--- config.mk ---
export PLATFORM = sky130hd
export DESIGN_NAME = mc_macroblock_command_generator_unit
export DESIGN_NICKNAME = d
export VERILOG_FILES = /design/src/hw/rtl/mcg_pkg.sv /design/src/hw/rtl/mcg_front.sv /design/src/hw/rtl/mcg_queue.sv /design/src/hw/rtl/mcg_back.sv /design/src/hw/rtl/mc_macroblock_command_generator_unit.sv
export SDC_FILE = /design/constraint.sdc
export NUM_CORES = 2
export LEC_CHECK = 0
export BUFFER_PORTS_ARGS = -buffer_cell sky130_fd_sc_hd__buf_2
export CAP_MARGIN = 40
export CELL_PAD_IN_SITES_DETAIL_PLACEMENT = 0
export CELL_PAD_IN_SITES_GLOBAL_PLACEMENT = 1
export CORE_UTILIZATION = 50
export DETAILED_ROUTE_END_ITERATION = 16
export PLACE_DENSITY = 0.82
export SLEW_MARGIN = 20
export SYNTH_ARGS = -nofsm -noshare
export SYNTH_HDL_FRONTEND = slang
export SYNTH_SLANG_ARGS = --single-unit
--- constraint.sdc ---
create_clock -name clk -period 19.1 [get_ports clk]
set_input_delay 0.955 -clock clk [delete_from_list [all_inputs] [get_ports clk]]
set_output_delay 0.955 -clock clk [all_outputs]
set_load 0.005 [all_outputs]
--- src/hw/rtl/mcg_pkg.sv ---
// Package for the macroblock command generator: field widths, command codes,
// the descriptor record passed from front end to back end. No dependencies.
package mcg_pkg;

	localparam int MAX_WIDTH = 4096;
	localparam int QDEPTH    = 4;
	localparam int QAW       = 2;

	localparam logic [1:0] OP_PUT  = 2'd0;
	localparam logic [1:0] OP_AVG  = 2'd1;
	localparam logic [1:0] OP_COPY = 2'd2;
	localparam logic [1:0] OP_ADD  = 2'd3;

	localparam logic [1:0] PL_Y  = 2'd0;
	localparam logic [1:0] PL_CR = 2'd1;
	localparam logic [1:0] PL_CB = 2'd2;

	localparam logic [1:0] KIND_NONE  = 2'd0;
	localparam logic [1:0] KIND_INTRA = 2'd1;
	localparam logic [1:0] KIND_ERR   = 2'd2;
	localparam logic [1:0] KIND_INTER = 2'd3;

	// classified macroblock, position already resolved
	typedef struct packed {
		logic [1:0]  kind;
		logic [5:0]  flags;
		logic [25:0] fv0;
		logic [25:0] fv1;
		logic [25:0] bv0;
		logic [25:0] bv1;
		logic [3:0]  fsel;
		logic [5:0]  cbp;
		logic [12:0] w;
		logic [11:0] x;
		logic [15:0] y;
	} mb_desc_t;

	typedef struct packed {
		logic [1:0]  op_kind;
		logic [1:0]  plane;
		logic [1:0]  half_pel;
		logic        ref_select;
		logic [27:0] src_offset;
		logic [26:0] dst_offset;
		logic [13:0] line_stride;
		logic [4:0]  row_count;
		logic [2:0]  coef_block;
		logic        last;
		logic        error;
	} cmd_t;

endpackage

--- src/hw/rtl/mcg_front.sv ---
// Front end: accepts descriptors, divides the address by macroblocks per row
// one quotient bit a cycle, classifies the macroblock. Uses mcg_pkg.
module mcg_front import mcg_pkg::*; (
	input  logic        clk,
	input  logic        arst_n,
	input  logic [12:0] picture_width,
	input  logic        in_valid,
	output logic        in_ready,
	input  logic [15:0] mb_address,
	input  logic [5:0]  mb_flags,
	input  logic [25:0] fwd_vec_first,
	input  logic [25:0] fwd_vec_second,
	input  logic [25:0] bwd_vec_first,
	input  logic [25:0] bwd_vec_second,
	input  logic [3:0]  field_selects,
	input  logic [5:0]  block_pattern,
	output logic        d_valid,
	input  logic        d_ready,
	output mb_desc_t    d_data
);

	logic        busy_q, done_q;
	logic [4:0]  cnt_q;
	logic [15:0] rem_q, quo_q;
	logic [8:0]  mbw_q;
	mb_desc_t    hold_q;
	logic [12:0] wsat;
	logic [8:0]  mbw;
	logic [16:0] trial;
	logic [16:0] sh;
	logic [1:0]  kind;

	assign wsat = (picture_width > 13'(MAX_WIDTH)) ? 13'(MAX_WIDTH) : picture_width;
	assign mbw  = (wsat[12:4] == 9'd0) ? 9'd1 : wsat[12:4];
	assign in_ready = !busy_q && !done_q;

	always_comb begin
		if (mb_flags[0])
			kind = KIND_INTRA;
		else if (mb_flags[3] && !mb_flags[1] && !mb_flags[2])
			kind = KIND_ERR;
		else if (mb_flags[1] || mb_flags[2] || mb_flags[3])
			kind = KIND_INTER;
		else
			kind = KIND_NONE;
	end

	assign sh    = {rem_q, quo_q[15]};
	assign trial = sh - {8'd0, mbw_q};

	always_ff @(posedge clk or negedge arst_n) begin
		if (!arst_n) begin
			busy_q <= 1'b0;
			done_q <= 1'b0;
			cnt_q  <= '0;
		end else begin
			if (in_valid && in_ready) begin
				busy_q <= 1'b1;
				cnt_q  <= '0;
			end else if (busy_q) begin
				cnt_q <= cnt_q + 5'd1;
				if (cnt_q == 5'd15) begin
					busy_q <= 1'b0;
					done_q <= 1'b1;
				end
			end else if (done_q && d_ready) begin
				done_q <= 1'b0;
			end
		end
	end

	// restoring division: remainder shifts in dividend bits from the top
	always_ff @(posedge clk) begin
		if (in_valid && in_ready) begin
			hold_q.kind  <= kind;
			hold_q.flags <= mb_flags;
			hold_q.fv0   <= fwd_vec_first;
			hold_q.fv1   <= fwd_vec_second;
			hold_q.bv0   <= bwd_vec_first;
			hold_q.bv1   <= bwd_vec_second;
			hold_q.fsel  <= field_selects;
			hold_q.cbp   <= block_pattern;
			hold_q.w     <= wsat;
			hold_q.x     <= '0;
			hold_q.y     <= '0;
			mbw_q        <= mbw;
			rem_q        <= '0;
			quo_q        <= mb_address;
		end else if (busy_q) begin
			if (!trial[16]) begin
				rem_q <= trial[15:0];
				quo_q <= {quo_q[14:0], 1'b1};
			end else begin
				rem_q <= sh[15:0];
				quo_q <= {quo_q[14:0], 1'b0};
			end
		end
	end

	always_comb begin
		d_data   = hold_q;
		d_data.x = rem_q[11:0];
		d_data.y = quo_q;
	end
	assign d_valid = done_q;

endmodule

--- src/hw/rtl/mcg_queue.sv ---
// Short descriptor queue between front and back ends. Uses mcg_pkg.
module mcg_queue import mcg_pkg::*; (
	input  logic     clk,
	input  logic     arst_n,
	input  logic     wr_valid,
	output logic     wr_ready,
	input  mb_desc_t wr_data,
	output logic     rd_valid,
	input  logic     rd_ready,
	output mb_desc_t rd_data
);

	mb_desc_t   mem_q [QDEPTH];
	logic [QAW-1:0] wp_q, rp_q;
	logic [QAW:0]   cnt_q;
	logic wr, rd;

	assign wr_ready = cnt_q != (QAW+1)'(QDEPTH);
	assign rd_valid = cnt_q != '0;
	assign rd_data  = mem_q[rp_q];
	assign wr = wr_valid && wr_ready;
	assign rd = rd_valid && rd_ready;

	always_ff @(posedge clk or negedge arst_n) begin
		if (!arst_n) begin
			wp_q <= '0; rp_q <= '0; cnt_q <= '0;
		end else begin
			if (wr) wp_q <= wp_q + 1'b1;
			if (rd) rp_q <= rp_q + 1'b1;
			cnt_q <= cnt_q + (QAW+1)'(wr) - (QAW+1)'(rd);
		end
	end

	always_ff @(posedge clk) begin
		if (wr) mem_q[wp_q] <= wr_data;
	end

endmodule

--- src/hw/rtl/mcg_back.sv ---
// Back end: steps through the command run of one macroblock into an output
// register, one command a cycle while it is not stalled. Uses mcg_pkg.
module mcg_back import mcg_pkg::*; (
	input  logic     clk,
	input  logic     arst_n,
	input  logic     d_valid,
	output logic     d_ready,
	input  mb_desc_t d_data,
	output logic     c_valid,
	input  logic     c_ready,
	output cmd_t     c_data
);

	// slot 0..5: fwd pred0 Y,Cr,Cb / pred1; 6..11 bwd; 12..17 residual blocks
	logic [4:0]  slot_q;
	logic        act_q;
	logic        ov_q;
	cmd_t        out_q;
	logic [17:0] need;
	logic [17:0] rest;
	logic [4:0]  slot;
	logic        adv, take, fin;
	cmd_t        cmd;
	logic        frame, ild, bwd_dir, second, chroma, is_cr, is_cb;
	logic [2:0]  blk;
	logic [25:0] vec;
	logic        fs;
	logic signed [23:0] vx, vy, xi, yi, xc, yc, xp, yp;
	logic signed [27:0] pitch, cp, src_y, src_c;
	logic [27:0] w28, dy, dc, lstep, dd;

	assign w28   = {15'd0, d_data.w};
	assign frame = d_data.flags[4];
	assign ild   = d_data.flags[5];
	assign dy    = 28'(d_data.x) * 28'd16 + 28'(d_data.y) * w28 * 28'd16;
	assign dc    = 28'(d_data.x) * 28'd8 + 28'(d_data.y) * w28 * 28'd4;
	assign lstep = ild ? w28 : w28 * 28'd8;

	always_comb begin
		need = '0;
		case (d_data.kind)
			KIND_INTRA: need[17:12] = 6'h3f;
			KIND_ERR:   need[12] = 1'b1;
			KIND_INTER: begin
				if (d_data.flags[1]) need[5:0]  = frame ? 6'h07 : 6'h3f;
				if (d_data.flags[2]) need[11:6] = frame ? 6'h07 : 6'h3f;
				if (d_data.flags[3])
					for (int i = 0; i < 6; i++) need[12+i] = d_data.cbp[5-i];
			end
			default: need = '0;
		endcase
		// first wanted slot at or beyond the current one
		slot = 5'd0;
		for (int i = 17; i >= 0; i--)
			if (need[i] && (!act_q || 5'(i) >= slot_q)) slot = 5'(i);
		rest = '0;
		for (int i = 0; i < 18; i++) rest[i] = need[i] && 5'(i) > slot;
	end

	assign fin  = (rest == '0);
	assign adv  = d_valid && (need != '0) && (!ov_q || c_ready);
	assign take = d_valid && ((need == '0) || (adv && fin));
	assign d_ready = take;

	always_comb begin
		bwd_dir = slot >= 5'd6;
		second  = (slot >= 5'd3 && slot < 5'd6) || (slot >= 5'd9 && slot < 5'd12);
		is_cr   = slot inside {5'd1, 5'd4, 5'd7, 5'd10};
		is_cb   = slot inside {5'd2, 5'd5, 5'd8, 5'd11};
		chroma  = is_cr || is_cb;
		vec = bwd_dir ? (second ? d_data.bv1 : d_data.bv0)
		              : (second ? d_data.fv1 : d_data.fv0);
		// frame motion ignores the field selects
		fs  = !frame && d_data.fsel[{bwd_dir, second}];
		vx  = 24'(signed'(vec[12:0]));
		vy  = 24'(signed'(vec[25:13]));
		xp  = vx + signed'(24'(d_data.x) * 24'd32);
		yp  = frame ? vy + signed'(24'(d_data.y) * 24'd32)
		            : (vy >>> 1) + signed'(24'(d_data.y) * 24'd16);
		xi  = xp >>> 1;
		yi  = yp >>> 1;
		xc  = xi >>> 1;
		yc  = yi >>> 1;
		pitch = frame ? signed'(w28) : signed'(w28 * 28'd2);
		cp    = pitch >>> 1;
		src_y = 28'(xi) + 28'(yi) * pitch + (fs ? (pitch >>> 1) : 28'd0);
		src_c = 28'(xc) + 28'(yc) * cp + (fs ? (cp >>> 1) : 28'd0);
		blk = 3'(slot - 5'd12);
		dd  = '0;
		cmd = '0;
		cmd.last = fin;
		if (slot < 5'd12) begin
			cmd.op_kind = (bwd_dir && d_data.flags[1]) ? OP_AVG : OP_PUT;
			cmd.ref_select = bwd_dir;
			cmd.plane = chroma ? (is_cr ? PL_CR : PL_CB) : PL_Y;
			cmd.half_pel = chroma ? {yi[0], xi[0]} : {yp[0], xp[0]};
			cmd.src_offset = chroma ? src_c : src_y;
			cmd.dst_offset = chroma ? 27'(dc + (second ? w28 >> 1 : 28'd0))
			                        : 27'(dy + (second ? w28 : 28'd0));
			cmd.line_stride = 14'(chroma ? cp : pitch);
			cmd.row_count = frame ? (chroma ? 5'd8 : 5'd16) : (chroma ? 5'd4 : 5'd8);
		end else if (d_data.kind == KIND_ERR) begin
			cmd.error = 1'b1;
		end else begin
			cmd.op_kind = (d_data.kind == KIND_INTRA) ? OP_COPY : OP_ADD;
			cmd.coef_block = blk;
			cmd.row_count = 5'd8;
			case (blk)
				3'd0: dd = dy;
				3'd1: dd = dy + 28'd8;
				3'd2: dd = dy + lstep;
				3'd3: dd = dy + lstep + 28'd8;
				default: dd = dc;
			endcase
			cmd.dst_offset = 27'(dd);
			cmd.plane = (blk == 3'd4) ? PL_CR : ((blk == 3'd5) ? PL_CB : PL_Y);
			cmd.line_stride = (blk >= 3'd4) ? 14'(w28 >> 1)
			                                : 14'(ild ? w28 * 28'd2 : w28);
		end
	end

	always_ff @(posedge clk or negedge arst_n) begin
		if (!arst_n) begin
			act_q  <= 1'b0;
			slot_q <= '0;
			ov_q   <= 1'b0;
		end else begin
			if (adv) begin
				ov_q <= 1'b1;
			end else if (c_ready) begin
				ov_q <= 1'b0;
			end
			if (take) begin
				act_q <= 1'b0;
			end else if (adv) begin
				act_q  <= 1'b1;
				slot_q <= slot + 5'd1;
			end
		end
	end

	always_ff @(posedge clk) begin
		if (adv) out_q <= cmd;
	end

	assign c_valid = ov_q;
	assign c_data  = out_q;

	a_hold: assert property (@(posedge clk) disable iff (!arst_n)
		ov_q && !c_ready |=> ov_q && $stable(out_q))
		else $error("command changed while stalled");
	a_take_adv: assert property (@(posedge clk) disable iff (!arst_n)
		take && (need != '0) |-> adv)
		else $error("descriptor dropped without its last command");
	a_err_last: assert property (@(posedge clk) disable iff (!arst_n)
		adv && cmd.error |-> cmd.last)
		else $error("error command not last");

endmodule

--- src/hw/rtl/mc_macroblock_command_generator_unit.sv ---
// Top level of the macroblock command generator: APB register, front end,
// descriptor queue, back end. Uses mcg_pkg, mcg_front, mcg_queue, mcg_back.
//
// Usage: write picture_width (address 0) over APB while idle; it resets to 720.
// Descriptors enter on s_axis; tdata packs mb_address, mb_flags, the four
// vectors, field_selects and block_pattern. Commands leave on m_axis, one per
// accepted beat, tlast on the final command of a macroblock.
// The front end divides the address bit-serially and takes no new
// descriptor until the queue has accepted the last; the back end emits one
// command per cycle while m_axis is not stalled, up to 18 per macroblock, so
// the output channel usually sets the pace. A four-entry queue lets the front
// end run ahead.
// Reset clears all control state; the queue and output register empty.
// When m_axis_tready is low the pending command holds and the back end
// stalls; the front end keeps filling the queue until it is full.
module mc_macroblock_command_generator_unit import mcg_pkg::*; (
	input  logic         clk,
	input  logic         arst_n,
	input  logic         psel,
	input  logic         penable,
	input  logic         pwrite,
	input  logic [0:0]   paddr,
	input  logic [31:0]  pwdata,
	output logic [31:0]  prdata,
	output logic         pready,
	input  logic         s_axis_tvalid,
	output logic         s_axis_tready,
	// mb_address, mb_flags, fwd_vec_first, fwd_vec_second, bwd_vec_first,
	// bwd_vec_second, field_selects, block_pattern (bits 135:0)
	input  logic [135:0] s_axis_tdata,
	output logic         m_axis_tvalid,
	input  logic         m_axis_tready,
	// op_kind, plane, half_pel, ref_select, src_offset, dst_offset,
	// line_stride, row_count, coef_block (bits 83:0), zero pad
	output logic [87:0]  m_axis_tdata,
	output logic         m_axis_tlast,
	// error
	output logic         m_axis_tuser
);

	logic [12:0] width_q;
	logic        fv, fr, qv, qr;
	mb_desc_t    fd, qd;
	cmd_t        c;

	assign pready = 1'b1;
	assign prdata = (paddr == 1'b0) ? {19'd0, width_q} : 32'd0;

	always_ff @(posedge clk or negedge arst_n) begin
		if (!arst_n) width_q <= 13'd720;
		else if (psel && penable && pwrite && paddr == 1'b0) width_q <= pwdata[12:0];
	end

	mcg_front u_front (
		.clk, .arst_n, .picture_width(width_q),
		.in_valid(s_axis_tvalid), .in_ready(s_axis_tready),
		.mb_address(s_axis_tdata[15:0]), .mb_flags(s_axis_tdata[21:16]),
		.fwd_vec_first(s_axis_tdata[47:22]), .fwd_vec_second(s_axis_tdata[73:48]),
		.bwd_vec_first(s_axis_tdata[99:74]), .bwd_vec_second(s_axis_tdata[125:100]),
		.field_selects(s_axis_tdata[129:126]), .block_pattern(s_axis_tdata[135:130]),
		.d_valid(fv), .d_ready(fr), .d_data(fd)
	);

	mcg_queue u_queue (
		.clk, .arst_n, .wr_valid(fv), .wr_ready(fr), .wr_data(fd),
		.rd_valid(qv), .rd_ready(qr), .rd_data(qd)
	);

	mcg_back u_back (
		.clk, .arst_n, .d_valid(qv), .d_ready(qr), .d_data(qd),
		.c_valid(m_axis_tvalid), .c_ready(m_axis_tready), .c_data(c)
	);

	assign m_axis_tdata = {4'd0, c.coef_block, c.row_count, c.line_stride,
		c.dst_offset, c.src_offset, c.ref_select, c.half_pel, c.plane, c.op_kind};
	assign m_axis_tlast = c.last;
	assign m_axis_tuser = c.error;

endmodule

==> reports/summary.txt <==
Outcome -> finished, final reports clean
Most frequent cells in the layout -> 934 x inv_1, 891 x edfxtp_1, 580 x nand2_1
WL/cell -> 22.1 µm
Syn Inst Count -> 5,555
Synth cell types -> 93
FMAX -> 0.0621 GHz
Die area -> 0.132 mm²
Worst-skew pair later-pin latency -> 0.73 ns
Reg-to-reg critical path endpoint -> u_back.c_data[78]
CTS Sinks -> 941
Hold_buf cts -> 0
Post-route clock period utilization -> 84.4%
Filler cells -> 10,800
Mapped cell area -> 0.0654 mm²
Setup CP Type -> reg -> reg
Crit. Startpoint -> u_queue.rp_q[0]
Critical path arrival -> 16.59 ns
Sequential element share of the synthesized area -> 42.7%
Port Buf Inserts -> 255
Largest family of logic cells by synthesized area -> adder cells
GRT Util Overall -> 26.0%
Slowest stage delay, CP -> 0.84 ns
Startpoint Class -> flip-flop
H-tree Lvls -> 3
Number of global-route vias before repair -> 43,100
CTS Buffer Depth -> 3
TritonCTS Buffers -> 93
GRT Residual Overflow -> 0
Asr flop ratio synth -> 3.61%
Area of the multi-input gates -> 0.0331 mm²
Critical path endpoint -> u_back.c_data[78]
Final Hold Viols -> 0
Clock root cell -> clkbuf_16
Pre-antenna DRT Iters -> 6
CP Capture Type -> flip-flop
First-pass GRT wire length -> 258,000 µm
Critical Path RT -> 19.58 ns
# DRC -> 0
Worst Clk Skew -> 0.0504 ns
Via count -> 42,500
Post-cts gate resize count -> 0
Post-DP Area -> 0.0690 mm²
Commonest non-fill, non-tap cell in the layout -> inv_1
Synth Flop Type -> edfxtp_1
Post-synthesis adder-cell area fraction -> 23.7%
Row count -> 132
Antenna violations before repair -> 6
# IOs -> 301
# setup viols final -> 0
Final WL -> 168,000 µm
Worst-path cell with the longest stage delay -> dfrtp_4
Worst-path clk slew -> 0.07 ns
Share of layout cells above drive strength 1 -> 12.7%
Chip width -> 364 µm
Post-detailed-route count of antenna-violating nets -> 0
Total of max-cap violations -> 0
Core Box Area -> 0.130 mm²
Max_slew headroom -> 32.5%
Reg2Reg Depth -> 53
CTS tree -> yes
Initial Util -> 50.4%
Yosys warning count -> 0
Vias/cell -> 5.58
Max FO, Critical Path -> 37
Area Growth Syn to Fin -> 10.4%
NumNets Final -> 6,879
Synth Area in XOR/XNOR -> 3.44%
Post-synthesis mux area share -> 6.76%
EDFF count, synth -> 891
Reg2reg setup slack -> 2.99 ns
Routability cong. -> 0.909
Initial drt markers -> 3,448
Least-Margin Pin Slew -> 1.01 ns
RSZ-0062 raised after global routing -> no
Chip height -> 364 µm
Post-route setup TNS -> 0 ns
FF/Latch Area -> 0.0279 mm²
Antenna Diode Count -> 0
Largest net degree at the start of global routing -> 66
Post-DP HPWL -> 126,000 µm
Complex-gate fraction of the synthesized area -> 7.50%
Hold WC Path Type -> in -> async
Mean area per synthesized cell -> 11.8 µm²
Post-Synth Simple-Gate Area -> 8.96%
Worst r2r src -> u_queue.rp_q[0]
Hold slack -> 0.174 ns
CP dominant cell by count -> inv_1
Yosys reg bits -> 941
Setup repair bufs after CTS -> 0
Design area -> 0.0721 mm²
Max-slew violation count -> 0
Period minus WS final -> 16.11 ns
state kept, by name (all words and copies together) (netlist names), 2 cells and up:
register / count
u_queue.mem_q: 648
u_front.d_data: 134
u_back.c_data: 84
u_front.quo_q: 16
u_front.rem_q: 16
width_q: 13
u_front.mbw_q: 9
u_back.slot_q: 5
u_front.cnt_q: 5
u_queue.cnt_q: 3
u_queue.rp_q: 2
u_queue.wp_q: 2
Yosys cell counts, types with 19 or more instances:
cell / instances / area [µm²]
xnor2_1: 182 / 1590
xor2_1: 65 / 569
mux2i_1: 58 / 581
nand3_1: 43 / 215
and3_1: 19 / 119
a211oi_1: 22 / 165
buf_4: 27 / 203
nor2b_1: 84 / 526
nor2_1: 282 / 1060
o211ai_1: 20 / 150
fa_1: 564 / 11300
a31oi_1: 26 / 163
edfxtp_1: 891 / 26800
o21a_1: 26 / 195
clkbuf_1: 172 / 646
inv_1: 934 / 3510
a21o_1: 67 / 503
nand2b_1: 30 / 188
o21ai_0: 158 / 791
ha_1: 335 / 4190
dfrtp_1: 30 / 751
nor3_1: 53 / 265
and2_1: 89 / 557
buf_1: 23 / 86.3
o21bai_1: 28 / 210
or3_1: 22 / 138
mux4_2: 155 / 3490
nand2_1: 580 / 2180
o22ai_1: 37 / 231
mux2_2: 31 / 349
a21oi_1: 208 / 1040
how the worst min path moves through the flow:
stage	endpoint	slack, ns	cells after the start
global route	width_q[0]	0.19	1
global placement	u_queue.mem_q[3][129]	0.47	0
floorplan	u_queue.mem_q[0][100]	0.46	0
CTS	width_q[12]	0.15	1
finish	width_q[12]	0.17	1
detailed placement	u_front.rem_q[13]	0.48	2
per-layer routing:
metal	routed length [µm]	up-vias	GRT usage, %
met5	90	-	0
met4	4920	12	8.17
met3	12800	226	4.41
met2	78100	1600	41.4
met1	72400	21400	36.4
li1	-	19300	-
worst max-delay path: cells and delay by family, from the launching register on:
| kind | cells | cell delay, ns |
|---|---|---|
| AOI/OAI and AO/OA | 22 | 5.65 |
| xor gates and xnor gates | 1 | 0.16 |
| adders and majority gates | 10 | 4.27 |
| buffers and inverters | 12 | 2.62 |
| DFF | 1 | 0.84 |
| muxes | 1 | 0.71 |
| and+or+nand+nor | 7 | 1.46 |
final cells by class:
class	instances	area share [%]
multi-input cells	3467	45.9
flip-flops and latches	941	38.7
inverters	938	4.89
clock buffers	116	3.39
repair buffers	363	3.23
well taps	1742	3.02
clock inverters	55	0.850
stage by stage:
| step | util, % | std cells | setup WS (ns) |
|---|---|---|---|
| floorplan | - | 5579 | 3.22 |
| global placement | 52.9 | 7419 | 2.89 |
| global route | 55.6 | 7622 | 2.16 |
| detailed placement | 53.2 | 7441 | 3.09 |
| finish | 55.6 | 7622 | 2.99 |
| CTS | 55.6 | 7612 | 3.05 |
cell families after synthesis:
family	count (synthesis)
adders and majority gates	900
muxes	244
DFF	941
other	2
AOI/OAI and AO/OA	758
buffers and inverters	1171
xor gates and xnor gates	251
and+or+nand+nor	1288
Power is not shown: default switching activity piles up to over one toggle a cycle in this logic, so the estimate is an artifact.
